`config.mk`:
```
export PLATFORM = sky130hd
export DESIGN_NAME = pad_deg_conv
export DESIGN_NICKNAME = d
export VERILOG_FILES = /design/src/pad_pkg.sv /design/src/pad_deg_conv.sv
export SDC_FILE = /design/constraint.sdc
export NUM_CORES = 1
export LEC_CHECK = 0
export BUFFER_PORTS_ARGS = -buffer_cell sky130_fd_sc_hd__buf_2
export CAP_MARGIN = 40
export CELL_PAD_IN_SITES_DETAIL_PLACEMENT = 0
export CELL_PAD_IN_SITES_GLOBAL_PLACEMENT = 2
export CORE_UTILIZATION = 38
export CTS_CLUSTER_SIZE = 10
export DETAILED_ROUTE_END_ITERATION = 6
export HOLD_SLACK_MARGIN = 0.06
export PLACE_DENSITY_LB_ADDON = 0.1
export SYNTH_ARGS = -nofsm -noshare
export SYNTH_HDL_FRONTEND = slang
export SYNTH_SLANG_ARGS = --single-unit
export TNS_END_PERCENT = 10
```
`constraint.sdc`:
```
create_clock -name clk -period 5.7 [get_ports clk]
set_clock_uncertainty 0.1 [all_clocks]
set_input_delay 0.57 -clock clk [delete_from_list [all_inputs] [get_ports clk]]
set_output_delay 0.57 -clock clk [all_outputs]
set_load 0.01 [all_outputs]
```
`src/pad_pkg.sv`:
```
`default_nettype none

package pad_pkg;

  localparam int COORD_BITS_DEF      = 16;
  localparam int ANGLE_FRAC_BITS_DEF = 7;
  localparam int CORDIC_STEPS_DEF    = 16;

  // number of arctangent entries available
  localparam int TABLE_LEN = 24;
  // working width of x and y: 40-bit scaled magnitude plus gain and sign headroom
  localparam int DATA_W    = 43;
  localparam int GUARD_POS = 40;
  // binary angle, full turn is 2^32
  localparam int Z_W       = 32;
  localparam int ANGLE_W   = 16;

  typedef struct packed {
    logic               bypass;
    logic               origin;
    logic [ANGLE_W-1:0] fixed_deg;
  } side_t;

  // atan(2^-i) in binary angle units, rounded to nearest
  function automatic logic [Z_W-1:0] atan_entry(input logic [4:0] idx);
    logic [Z_W-1:0] v;
    case (idx)
      5'd0:    v = 32'd536870912;
      5'd1:    v = 32'd316933406;
      5'd2:    v = 32'd167458907;
      5'd3:    v = 32'd85004756;
      5'd4:    v = 32'd42667331;
      5'd5:    v = 32'd21354465;
      5'd6:    v = 32'd10679838;
      5'd7:    v = 32'd5340245;
      5'd8:    v = 32'd2670163;
      5'd9:    v = 32'd1335087;
      5'd10:   v = 32'd667544;
      5'd11:   v = 32'd333772;
      5'd12:   v = 32'd166886;
      5'd13:   v = 32'd83443;
      5'd14:   v = 32'd41722;
      5'd15:   v = 32'd20861;
      5'd16:   v = 32'd10430;
      5'd17:   v = 32'd5215;
      5'd18:   v = 32'd2608;
      5'd19:   v = 32'd1304;
      5'd20:   v = 32'd652;
      5'd21:   v = 32'd326;
      5'd22:   v = 32'd163;
      5'd23:   v = 32'd81;
      default: v = '0;
    endcase
    return v;
  endfunction

endpackage

`default_nettype wire

```
`src/pad_deg_conv.sv`:
```
`default_nettype none

module pad_deg_conv #(
  parameter int ANGLE_FRAC_BITS = pad_pkg::ANGLE_FRAC_BITS_DEF
) (
  input  wire logic                           clk,
  input  wire logic                           rst,
  input  wire logic                           en,
  input  wire logic                           valid_in,
  input  wire logic [pad_pkg::Z_W-1:0]        z_in,
  input  wire pad_pkg::side_t                 side_in,
  output logic                                valid_out,
  output logic      [pad_pkg::ANGLE_W-1:0]    angle_out,
  output logic                                origin_out
);

  localparam int DF_W   = 9 + ANGLE_FRAC_BITS;
  localparam int PROD_W = pad_pkg::Z_W + DF_W;
  localparam logic [DF_W-1:0]   DEG_FULL = DF_W'(360 << ANGLE_FRAC_BITS);
  localparam logic [PROD_W-1:0] HALF     = PROD_W'(1) << (pad_pkg::Z_W - 1);

  logic                  valid_mul;
  logic [PROD_W-1:0]     prod;
  pad_pkg::side_t        side_mul;
  logic [PROD_W-1:0]     sum;
  logic [DF_W-1:0]       d_round;
  logic [DF_W-1:0]       d_wrap;
  logic [pad_pkg::ANGLE_W-1:0] angle_next;

  // multiply stage
  always_ff @(posedge clk) begin
    if (rst) begin
      valid_mul <= 1'b0;
    end else if (en) begin
      valid_mul <= valid_in;
    end
  end

  always_ff @(posedge clk) begin
    if (en) begin
      prod     <= PROD_W'(z_in) * PROD_W'(DEG_FULL);
      side_mul <= side_in;
    end
  end

  // round half up, wrap a full turn to zero, and use the fixed angle for axis points
  always_comb begin
    sum     = prod + HALF;
    d_round = sum[PROD_W-1:pad_pkg::Z_W];
    d_wrap  = (d_round >= DEG_FULL) ? d_round - DEG_FULL : d_round;
    if (side_mul.bypass) begin
      angle_next = side_mul.fixed_deg;
    end else begin
      angle_next = pad_pkg::ANGLE_W'(d_wrap);
    end
  end

  always_ff @(posedge clk) begin
    if (rst) begin
      valid_out <= 1'b0;
    end else if (en) begin
      valid_out <= valid_mul;
    end
  end

  always_ff @(posedge clk) begin
    if (en) begin
      angle_out  <= angle_next;
      origin_out <= side_mul.origin;
    end
  end

endmodule

`default_nettype wire

```
==> results.json <==
{
  "synth_compound_area_share_pct": 11.2,
  "fp.dieW_microns": 125,
  "synth-simple-area-share_pct": 10.3,
  "cts_tree": "built",
  "setup_violations": 0,
  "ctsResizeCount": 0,
  "netlist_area_sq_um": 5750,
  "synth_fa_ha_area_share_pct": 34.2,
  "cts_hold_buf": 0,
  "root_buffer": "clkbuf_16",
  "synth_top_family_by_area": "adder cells",
  "peakVddDrop_mv": 0.161,
  "report.final.slew_viol_count": 0,
  "status": "finished with violations",
  "path_class": "input port to flip-flop",
  "drive_gt1_share_pct": 13.4,
  "worst_pin_slew_ps": 863,
  "finalHoldViolCount": 0,
  "io_buffers": 71,
  "async_reset_ff_share_pct": 0,
  "yosys.area.top_type": "edfxtp_1",
  "clk_latency_ps": 280,
  "r2r_end": "angle_out[11]",
  "fin_crit_ps": 4530,
  "synth-main-ff-cell": "edfxtp_1",
  "crit_arrival_ps": 4470,
  "synth_edf_count": 52,
  "r2r-start": "prod[35]",
  "grt_pass1_vias": 3947,
  "die-area_sq_um": 15600,
  "synth_warnings": 0,
  "netlist_instances": 577,
  "hpwlAfterDp_microns": 9460,
  "worstHoldPathType": "flip-flop to flip-flop",
  "vias_per_cell": 4.82,
  "ys_types": 50,
  "crit_required_ps": 5630,
  "power.density_nw_per_um2": 358,
  "ff2ff_setup_slack_ps": 2300,
  "wl_microns": 10900,
  "drc": 18,
  "cts_setup_buffers": 0,
  "cts_buffers": 5,
  "netlist.area_leader.share_pct": 27.2,
  "synth-seq-cells": 54,
  "drtAntennaViolNets": 0,
  "antennaDiodeCount": 0,
  "whs_ps": 333,
  "fmaxAchievable_ghz": 0.221,
  "crit_start": "z_in[16]",
  "gp_congestion": 0.783,
  "grt_overflow": 0,
  "crit_path_max_fanout": 4,
  "final_area_sq_um": 6490,
  "grt.total_usage_pct": 14.5,
  "muxShareOfSynthArea_pct": 0.914,
  "coreArea_sq_um": 14600,
  "p_leak_nw": 3.10,
  "placed_cell_area_sq_um": 6320,
  "max_cap_viol_count": 0,
  "fin_setup_tns_ps": 0,
  "cp-end-kind": "flip-flop",
  "reg2regPathDepth": 10,
  "synth_xor_area_share_pct": 8.38,
  "pin_count": 72,
  "htreeDepth": 2,
  "initialDrtViolationCount": 199,
  "syn_nets": 763,
  "rsz0062_at_grt": "false",
  "post-route-period-util_pct": 79.5,
  "crit_end": "prod[46]",
  "antenna_found_initial": 0,
  "grt_max_degree": 31,
  "nNetsFinal": 833,
  "synthTopCellsByArea": "edfxtp_1 27%, ha_1 20%, fa_1 15%",
  "final_common_cell": "inv_1",
  "detail_route.first_pass.iterations": 6,
  "vias": 4009,
  "violations": "DRC",
  "clock_sinks": 54,
  "grt_pass1_wl_microns": 18800,
  "ctsLongestPathBuffers": 2,
  "relSlewSlack_pct": 42.5,
  "layout_common_cells": "99 x inv_1, 90 x ha_1, 71 x buf_2",
  "synth-seq-area-share_pct": 27.9,
  "post_synth.cell_area_avg_sq_um": 9.97,
  "cts.reportedPaths.clkPinSlew_ps": 70,
  "rows": 44,
  "die_y_microns": 125,
  "post-place-ws_ps": 848,
  "synthToLayoutAreaGrowth_pct": 12.8,
  "start_util_pct": 39.3,
  "crit_path_start_kind": "input port",
  "fillCellCount": 1445,
  "post-route-worst-setup-slack_ps": 1170,
  "drt-wirelength-per-cell_microns": 13.0
}
## critical path: stages
cell and delay [ps]:
buf_2 110, ha_1 270, inv_1 70, fa_1 500
fa_1 510, inv_1 40, ha_1 320, nand4_1 120
or2_0 240, or3_1 410, a211oi_2 290, nor4_1 130
o31a_1 350, o31ai_1 170, or3b_1 350
## Yosys cell counts, drive strengths merged (6+ instances only)
cell,number
ha,90
a21o,13
xor2,29
nand3,11
xnor2,26
nand4,7
and3,7
nor2,18
inv,99
nor3,11
a21oi,35
nor2b,6
fa,42
nand2,43
clkbuf,7
o21ai,22
a211oi,8
edfxtp,52
## cell families (layout without fill, tap and decap cells)
group	Yosys count	in the layout
adder cells (fa/ha/maj)	132	132
AO/OA/AOI/OAI	103	103
XOR/XNOR	55	55
AND/OR/NAND/NOR	120	120
flip-flops	54	54
buffers and inverters	108	179
multiplexers	5	5
## state kept, by name (all words and copies together), names as in the netlist
| register | flops |
|---|---|
| origin_out | 1 |
| valid_mul | 1 |
| angle_out | 16 |
| prod | 17 |
| side_mul | 18 |
| valid_out | 1 |
## metal layers
metal / up-vias / wire length, microns / share of wire, % / global-route usage (%)
met3: 2 / 343 / 3.2 / 1.71
met1: 1819 / 5890 / 54 / 22.0
met4: 0 / 36 / 0.33 / 1.72
met5: - / 0 / 0 / 0
met2: 67 / 4580 / 42 / 22.7
li1: 2121 / - / - / -
## per-stage QoR
step	cells	utilization [%]	power, mW
2_1_floorplan	577	-	1.70
3_3_place_gp	823	43.0	2.00
3_5_place_dp	824	43.2	2.01
4_1_cts	832	44.3	2.36
5_1_grt	832	44.3	2.57
6_report	832	44.3	2.32
## how the worst min path moves through the flow
stage	startpoint	endpoint	depth (start not counted)
2_1_floorplan	side_mul[16]	origin_out	0
6_report	side_mul[16]	origin_out	0
4_1_cts	side_mul[16]	origin_out	0
3_3_place_gp	side_mul[16]	origin_out	0
5_1_grt	side_mul[16]	origin_out	0
3_5_place_dp	side_mul[16]	origin_out	0
## cell type report
| class | instances | area [sq um] | area share (%) |
|---|---|---|---|
| clock buffers | 5 | 125 | 1.93 |
| clock inverters | 3 | 43.8 | 0.675 |
| inverters | 99 | 372 | 5.73 |
| multi-input cells | 415 | 3740 | 57.7 |
| flip-flops and latches | 54 | 1600 | 24.7 |
| well taps | 184 | 230 | 3.55 |
| repair buffers | 72 | 375 | 5.78 |
## power by group
| group | internal (mW) | switching [mW] | total [mW] |
|---|---|---|---|
| sequential | 0.592 | 0.101 | 0.693 |
| combinational | 0.581 | 0.714 | 1.29 |
| clock | 0.208 | 0.129 | 0.337 |
No activity file was read; power rests on OpenSTA's default activity.
